<file path="src/hdl/b2dd_pkg.sv">
// ----------------------------------------------------------------------------
// b2dd_pkg
// Shared constants and helpers for the binary to decimal digit converter.
// ----------------------------------------------------------------------------
package b2dd_pkg;

	// Width of the text form whose leading zeros are blanked
	localparam int DIGIT_COUNT    = 20;
	// Digits produced by the converter
	localparam int BCD_DIGITS     = 20;
	localparam int BCD_W          = 4 * BCD_DIGITS;
	localparam int SRC_W          = 64;
	// Shift-and-add-3 steps folded into each pipeline stage
	localparam int BITS_PER_STAGE = 8;
	localparam int DAB_STAGES     = SRC_W / BITS_PER_STAGE;
	localparam int SIG_W          = $clog2(BCD_DIGITS + 1);
	localparam int BLANK_CALC_W   = $clog2(DIGIT_COUNT + 1) + 1;

	// Source width codes, func[1:0]
	localparam logic [1:0] SRC_8  = 2'd0;
	localparam logic [1:0] SRC_16 = 2'd1;
	localparam logic [1:0] SRC_32 = 2'd2;
	localparam logic [1:0] SRC_64 = 2'd3;

	// func[2]
	localparam int FUNC_SIGNED_BIT = 2;

	typedef logic [BCD_W-1:0] bcd_t;
	typedef logic [SRC_W-1:0] word_t;

	function automatic word_t width_mask(input logic [1:0] sel);
		word_t m;
		case (sel)
			SRC_8:   m = word_t'(64'h0000_0000_0000_00FF);
			SRC_16:  m = word_t'(64'h0000_0000_0000_FFFF);
			SRC_32:  m = word_t'(64'h0000_0000_FFFF_FFFF);
			SRC_64:  m = '1;
			default: m = '1;
		endcase
		return m;
	endfunction

	function automatic logic top_bit(input logic [1:0] sel, input word_t v);
		logic t;
		case (sel)
			SRC_8:   t = v[7];
			SRC_16:  t = v[15];
			SRC_32:  t = v[31];
			SRC_64:  t = v[63];
			default: t = v[63];
		endcase
		return t;
	endfunction

	// One double-dabble step: correct each digit, then shift in the next bit
	function automatic bcd_t dab_step(input bcd_t b, input logic bit_in);
		bcd_t r;
		logic [3:0] d;
		r = b;
		for (int k = 0; k < BCD_DIGITS; k++) begin
			d = b[4*k +: 4];
			if (d >= 4'd5)
				r[4*k +: 4] = d + 4'd3;
		end
		return {r[BCD_W-2:0], bit_in};
	endfunction

endpackage

</file>
<file path="src/hdl/binary_to_decimal_digits.sv">
// ----------------------------------------------------------------------------
// binary_to_decimal_digits
// Pipelined signed/unsigned 8/16/32/64-bit integer to 20-digit packed BCD,
// with sign flag and leading-blank count.
// ----------------------------------------------------------------------------
//  channel   signals                                    transfer when
//  -------   -----------------------------------------  --------------------
//  command   start, busy, func, raw_value               start && !busy
//  result    done, bcd_low, bcd_high, is_negative,      done (one cycle)
//            blank_count
//
// One item per cycle, since the pipeline never stalls. Each result passes through
// the masking and negation register, eight shift-and-add-3 stages of eight
// bits each, and the blank-count register.
// busy is always low: the pipeline never stalls, since results cannot be
// held off. Reset clears only the valid bits.
module binary_to_decimal_digits
	import b2dd_pkg::*;
(
	input  logic        clk,
	input  logic        arst_n,
	input  logic        start,
	output logic        busy,
	input  logic [2:0]  func,
	input  logic [63:0] raw_value,
	output logic        done,
	output logic [63:0] bcd_low,
	output logic [15:0] bcd_high,
	output logic        is_negative,
	output logic [4:0]  blank_count
);

	logic  take;
	word_t masked;
	logic  neg_in;

	logic  v_s1;
	word_t mag_s1;
	logic  neg_s1;

	logic  dab_v_s   [DAB_STAGES];
	bcd_t  dab_bcd_s [DAB_STAGES];
	word_t dab_bin_s [DAB_STAGES];
	logic  dab_neg_s [DAB_STAGES];

	bcd_t  dab_bcd_in [DAB_STAGES];
	word_t dab_bin_in [DAB_STAGES];
	bcd_t  dab_bcd_nx [DAB_STAGES];
	word_t dab_bin_nx [DAB_STAGES];

	bcd_t                    fin_bcd;
	logic [SIG_W-1:0]        sig;
	logic [BLANK_CALC_W-1:0] blank;

	assign busy = 1'b0;
	assign take = start && !busy;

	// ---- stage 1: mask to source width, take magnitude ----
	always_comb begin
		masked = raw_value & width_mask(func[1:0]);
		neg_in = func[FUNC_SIGNED_BIT] && top_bit(func[1:0], masked);
	end

	always_ff @(posedge clk or negedge arst_n) begin
		if (!arst_n) begin
			v_s1 <= 1'b0;
		end else begin
			v_s1 <= take;
		end
	end

	always_ff @(posedge clk) begin
		neg_s1 <= neg_in;
		mag_s1 <= neg_in ? ((~masked + word_t'(1)) & width_mask(func[1:0])) : masked;
	end

	// ---- double-dabble stages, MSB first ----
	for (genvar g = 0; g < DAB_STAGES; g++) begin : g_dab
		if (g == 0) begin : g_first
			assign dab_bcd_in[g] = '0;
			assign dab_bin_in[g] = mag_s1;
		end else begin : g_rest
			assign dab_bcd_in[g] = dab_bcd_s[g-1];
			assign dab_bin_in[g] = dab_bin_s[g-1];
		end

		always_comb begin
			dab_bcd_nx[g] = dab_bcd_in[g];
			dab_bin_nx[g] = dab_bin_in[g];
			for (int j = 0; j < BITS_PER_STAGE; j++) begin
				dab_bcd_nx[g] = dab_step(dab_bcd_nx[g], dab_bin_nx[g][SRC_W-1]);
				dab_bin_nx[g] = {dab_bin_nx[g][SRC_W-2:0], 1'b0};
			end
		end

		always_ff @(posedge clk or negedge arst_n) begin
			if (!arst_n) begin
				dab_v_s[g] <= 1'b0;
			end else begin
				dab_v_s[g] <= (g == 0) ? v_s1 : dab_v_s[(g == 0) ? 0 : g-1];
			end
		end

		always_ff @(posedge clk) begin
			dab_bcd_s[g] <= dab_bcd_nx[g];
			dab_bin_s[g] <= dab_bin_nx[g];
			dab_neg_s[g] <= (g == 0) ? neg_s1 : dab_neg_s[(g == 0) ? 0 : g-1];
		end
	end

	// ---- last stage: significant digits and blank count ----
	always_comb begin
		fin_bcd = dab_bcd_s[DAB_STAGES-1];
		sig     = SIG_W'(1);
		for (int k = 0; k < BCD_DIGITS; k++) begin
			if (fin_bcd[4*k +: 4] != 4'd0)
				sig = SIG_W'(k + 1);
		end
		// never blank the last digit; saturate at zero
		if (BLANK_CALC_W'(DIGIT_COUNT) > BLANK_CALC_W'(sig))
			blank = BLANK_CALC_W'(DIGIT_COUNT) - BLANK_CALC_W'(sig);
		else
			blank = '0;
	end

	always_ff @(posedge clk or negedge arst_n) begin
		if (!arst_n) begin
			done <= 1'b0;
		end else begin
			done <= dab_v_s[DAB_STAGES-1];
		end
	end

	always_ff @(posedge clk) begin
		bcd_low     <= fin_bcd[63:0];
		bcd_high    <= fin_bcd[79:64];
		is_negative <= dab_neg_s[DAB_STAGES-1];
		blank_count <= blank[4:0];
	end

endmodule

</file>
<file path="config.mk">
export PLATFORM = sky130hd
export DESIGN_NAME = binary_to_decimal_digits
export DESIGN_NICKNAME = d
export VERILOG_FILES = /design/src/hdl/b2dd_pkg.sv /design/src/hdl/binary_to_decimal_digits.sv
export SDC_FILE = /design/constraint.sdc
export NUM_CORES = 2
export LEC_CHECK = 0
export BUFFER_PORTS_ARGS = -buffer_cell sky130_fd_sc_hd__buf_2
export CELL_PAD_IN_SITES_DETAIL_PLACEMENT = 1
export CELL_PAD_IN_SITES_GLOBAL_PLACEMENT = 2
export CORE_UTILIZATION = 42
export DETAILED_ROUTE_END_ITERATION = 16
export PLACE_DENSITY_LB_ADDON = 0.1
export SETUP_SLACK_MARGIN = 0.15
export SYNTH_ARGS = -nofsm -noshare
export SYNTH_HDL_FRONTEND = slang
export SYNTH_SLANG_ARGS = --single-unit
</file>
<file path="constraint.sdc">
create_clock -name clk -period 15.76 [get_ports clk]
set_input_delay 0.788 -clock clk [delete_from_list [all_inputs] [get_ports clk]]
set_output_delay 0.788 -clock clk [all_outputs]
set_load 0.02 [all_outputs]
</file>
-- Word level (Yosys, flattened, before mapping)
Memory sizes are Yosys's and may differ from the RTL's. A register that Yosys moved wholly into a read port is not among the register bits.
Cells that the tools add are included.
Widths: inputs -> output; s select.
- add/sub/neg operators: 1150
- $lt $le $gt $ge: 1149
- equal/unequal tests: 3
- multiplexer cells: 1170
- bitwise gates (word level): 3
- reductions and logical operators: 21
- operators with widths (kind ; count):
    $ge 4x3->1 const B ; 1141
    $mux 4 ; 1099
    $add 4x2->4 const B ; 1085
    $pmux 64 s4 ; 1
    $mux 3 ; 61
    $add 3x2->3 const B ; 56
    $and 64x64->64 ; 2
    $reduce_bool 4->1 ; 19
    $add 64x1->64 const B ; 1
    $mux 64 ; 1
    $not 64->64 ; 1
    $mux 5 ; 5
    $add 1x2->3 const B ; 6
    $ge 1x3->1 const B ; 6
    $gt 5x5->1 const A ; 1
    $sub 5x5->5 const A ; 1
    $eq 2x2->1 const B ; 2
    $mux 2 ; 2
    $pmux 1 s4 ; 1
    $add 1x2->3 const AB ; 1
    $ge 1x3->1 const AB ; 1
    $eq 2x1->1 const B ; 1
    $logic_not 2->1 ; 1
    $logic_and 1x1->1 ; 1
- register bits: 160
- bits in writable memories: 1096
- input bits: 70
- output and inout port bits: 88
- logic and storage cells: 3514
- memories kept: 3
- memories (memory ; depth ; width ; read ports ; clocked after Yosys merged registers in ; write ports ; line ; text):
    dab_bcd_s ; 8 ; 80 ; 8 ; 0 ; 8 ; binary_to_decimal_digits.sv:42 ; bcd_t dab_bcd_s [DAB_STAGES];
    dab_bin_s ; 8 ; 56 ; 7 ; 0 ; 8 ; binary_to_decimal_digits.sv:43 ; word_t dab_bin_s [DAB_STAGES];
    dab_neg_s ; 8 ; 1 ; 8 ; 1 ; 8 ; binary_to_decimal_digits.sv:44 ; logic dab_neg_s [DAB_STAGES];

-- Longest topological paths before layout
An unclocked memory read counts as a cell.
- depth after elaboration: 22
- mapped depth: 41
- mapped depth without buffers: 41

-- Worst setup path after synthesis
No wires, ideal clock.
- path type: flip-flop to flip-flop
- from: memory dab_bcd_s[1][168] (netlist bit)
- to: memory dab_bcd_s[1][255] (netlist bit)
- setup time: 0.114 ns
- arrival time: 7.003 ns
- required time: 15.646 ns
- slack: 8.643 ns
- cell stages (with the launch flop): 36
- buffers on the path: 2
- period minus slack after synthesis: 7.117 ns
- cells stage by stage: dfxtp_1 > inv_1 > ha_1 > nand2b_1 > a21oi_2 > xnor2_1 > inv_1 > ha_1 > a211o_1 > a211oi_1 > or2_1 > buf_2 > a21oi_1 > a21oi_1 > inv_1 > ha_1 > maj3_2 > a211oi_4 > a21boi_0 > o21ai_0 > inv_1 > ha_1 > a21o_1 > o221ai_1 > and3_1 > buf_2 > o21ai_1 > o21ai_2 > xor2_2 > ha_1 > maj3_1 > a221o_1 > mux2_2 > nor2_1 > nor3_1 > a21o_1
- RTL lines (item ; line):
    start: declaration ; binary_to_decimal_digits.sv:42

==> results.cfg <==
[worst_setup_path]
critPathCaptureType = register
rrSetupSlack_ns = 7.41
worst-path-stages = 33
crit_path_start_kind = register
r2r-start = dab_bcd_s[1][169]
cp_max_fo = 11
cp.buffers_inverters = 4
cpMaxStageDelayCell = a211oi_4
crit_start = dab_bcd_s[1][169]
regToRegEndpoint = dab_bcd_s[1][255]
cpPeakStageDelay_ns = 0.46
cpMostUsedCell = ha_1
crit_path_end = dab_bcd_s[1][255]
ff2ff_path_depth = 33
path_delay_family = compound AO/OA/AOI/OAI gates
critPathKind = reg2reg
cp_data_arrival_time_ns = 8.98
cp_data_required_time_ns = 16.39

[synthesis]
synth_area_leaders = dfxtp_1 (16%), ha_1 (7.7%), a21oi_1 (5.5%), o21ai_0 (4.9%), nor2_1 (4.5%)
synth_top_area_frac = 0.164
synth_edf_count = 0
netlist_area_um2 = 92100
yosysSeqAreaShare = 0.167
synth-main-ff-cell = dfxtp_1
yosysTopAreaCell = dfxtp_1
synth_warnings = 0
syn_inst = 12527
async_reset_ff_frac = 0.0130
synth_area_per_cell_um2 = 7.36
ys_seq_elements = 767
yosysUniqueCellTypes = 141
syn_nets = 13161

[floorplan]
die-area_um2 = 221000
die_w_um = 470
num_io_pins = 158
core_um2 = 218000
initial_core_util = 0.423
dieHeight_um = 470
row_count = 171

[outcome]
outcome = complete, no violations

[finish]
n_fill_cell = 27214
areaGrowthSynthToFinish_pct = 7.78
finalNetCount = 13184
final_cell_mix = nor2_1 (1101), a21oi_1 (1004), nand2_1 (923)
drive_above_1_share = 0.0945
register_area_um2 = 15400
layout_commonest_cell = nor2_1
multi_input_area_um2 = 72400

[routing]
final_antenna_net_count = 0
drcViolationCount = 0
route.vias.total = 92707
drt-initial-drc-count = 3673
routed_via_density = 5.98
avgRoutedWirePerCell_um = 16.6
finalWirelength_mm = 257
drtPass1Iterations = 6

[sta]
tightest_slew_ns = 1.23
slew_viol_final = 0
fin_crit_sh = 0.530
fmax_mhz = 120
rsz0062_at_grt = false
final_hold_viol_count = 0
timing.final.crit_period_ns = 8.35
setup_ws_ns = 7.41
tns_ns = 0
clock_skew_ns = 0.0849
setup_violations = 0
slew_headroom = 0.177

[clock_tree]
clk_latency_ns = 0.81
cts_max_level = 3
cts_tree = done
cts_buffer_depth = 3
post_cts_resized = 0
clk_pin_slew_worst_paths_ns = 0.07
root_buffer = clkbuf_16
cts_buffers = 101
clock_sinks = 767

[grt]
grt_pass1_vias = 93192
antenna_found_initial = 3
overflow = 0
grt_pass1_wl_mm = 439
grt_max_degree = 52
grt_usage = 0.223

[placed_design]
placement.io_buffers = 156
gp_congestion = 0.833
dp_slack_ns = 7.50
post-dp-hpwl_mm = 204

[hold_path]
hp-class = in2reg

[flow_run]
drv_cap = 0
-- worst reg2reg max path: cells and delay by family (launching register included) --
| family | cells | cell delay (ns) |
|---|---|---|
| AO/OA/AOI/OAI | 13 | 2.91 |
| adder cells (fa/ha/maj) | 7 | 1.87 |
| AND/OR/NAND/NOR | 5 | 1.21 |
| XOR/XNOR | 3 | 1.04 |
| buffers and inverters | 4 | 0.58 |
| flip-flops | 1 | 0.36 |
| multiplexers | 1 | 0.28 |
-- kinds of logic after synthesis --
logic type,synth area share
muxes,0.0776
DFF,0.167
buffers and inverters,0.0468
and+or+nand+nor,0.214
xor gates and xnor gates,0.0660
adders and majority gates,0.0806
other,0.0000407
AOI/OAI and AO/OA,0.348
-- worst min-delay path by stage --
stage,start,endpoint,slack (ns),cells after the start
3_3_place_gp,dab_bin_s[4][32],dab_bin_s[5][40],0.31,0
2_1_floorplan,dab_bcd_s[1][240],bcd_low[0],0.31,0
3_5_place_dp,mag_s1[50],dab_bin_s[0][50],0.31,0
5_1_grt,start,v_s1,0.03,1
4_1_cts,start,v_s1,0.005,1
6_report,start,v_s1,0.1,1
-- per-stage QoR --
step | cells | hold WS [ns] | cell area (um2) | utilization
2_1_floorplan | 12527 | 0.310 | 92100 | -
3_3_place_gp | 15300 | 0.310 | 95700 | 0.440
3_5_place_dp | 15300 | 0.313 | 95700 | 0.440
4_1_cts | 15490 | 0.00477 | 99300 | 0.456
5_1_grt | 15492 | 0.0330 | 99300 | 0.456
6_report | 15492 | 0.0972 | 99300 | 0.456
-- state kept, by name (all words and copies together) (netlist names) --
signal / count
bcd_high: 16
bcd_low: 64
blank_count: 5
dab_bcd_s: 374
dab_bin_s: 224
dab_neg_s: 8
dab_v_s: 8
done: 1
is_negative: 1
mag_s1: 64
neg_s1: 1
v_s1: 1
-- layout make-up --
type	count	area share
timing repair buffer	200	0.0112
sequential	767	0.155
inverter	842	0.0318
clock buffer	120	0.0273
antenna	2	0.0000504
clock inverter	69	0.00915
tap	2854	0.0360
multi-input combinational	10638	0.729
-- repair_timing --
item                                   in CTS  in global routing
endpoints found under the hold margin      10                  0
hold buffers                                1                  0
buffers inserted                            0                  0
-- Yosys cell counts (all sizes together), types with 58 or more instances --
| library cell | instances |
|---|---|
| o31ai | 120 |
| o211a | 63 |
| dfxtp | 757 |
| o211ai | 232 |
| nor3b | 98 |
| nand2b | 260 |
| and2 | 167 |
| nand3 | 313 |
| ha | 564 |
| a31oi | 245 |
| nor2b | 127 |
| mux2i | 408 |
| nand2 | 923 |
| o21ai | 1042 |
| inv | 837 |
| a21oi | 1060 |
| clkbuf | 215 |
| a21o | 214 |
| nor3 | 379 |
| o221ai | 58 |
| nor2 | 1105 |
| a22oi | 84 |
| xnor2 | 472 |
| a31o | 74 |
| nor4 | 89 |
| a21boi | 93 |
| buf | 65 |
| or3 | 124 |
| and3 | 101 |
| o22ai | 139 |
| o21a | 179 |
| mux2 | 264 |
| a211oi | 238 |
| or2 | 151 |
| xor2 | 159 |
| o21bai | 101 |
| a221oi | 61 |
| a211o | 83 |
-- layer usage --
layer | routed length (um) | share of wire | global-route usage
met1 | 116000 | 0.45 | 0.263
met2 | 132000 | 0.51 | 0.428
met3 | 4460 | 0.017 | 0.0211
met4 | 4340 | 0.017 | 0.0454
met5 | 0 | 0 | 0
Power is left out: the tool's default activity adds up to more than one toggle a clock period on the data nets, which glitch-free logic cannot reach.
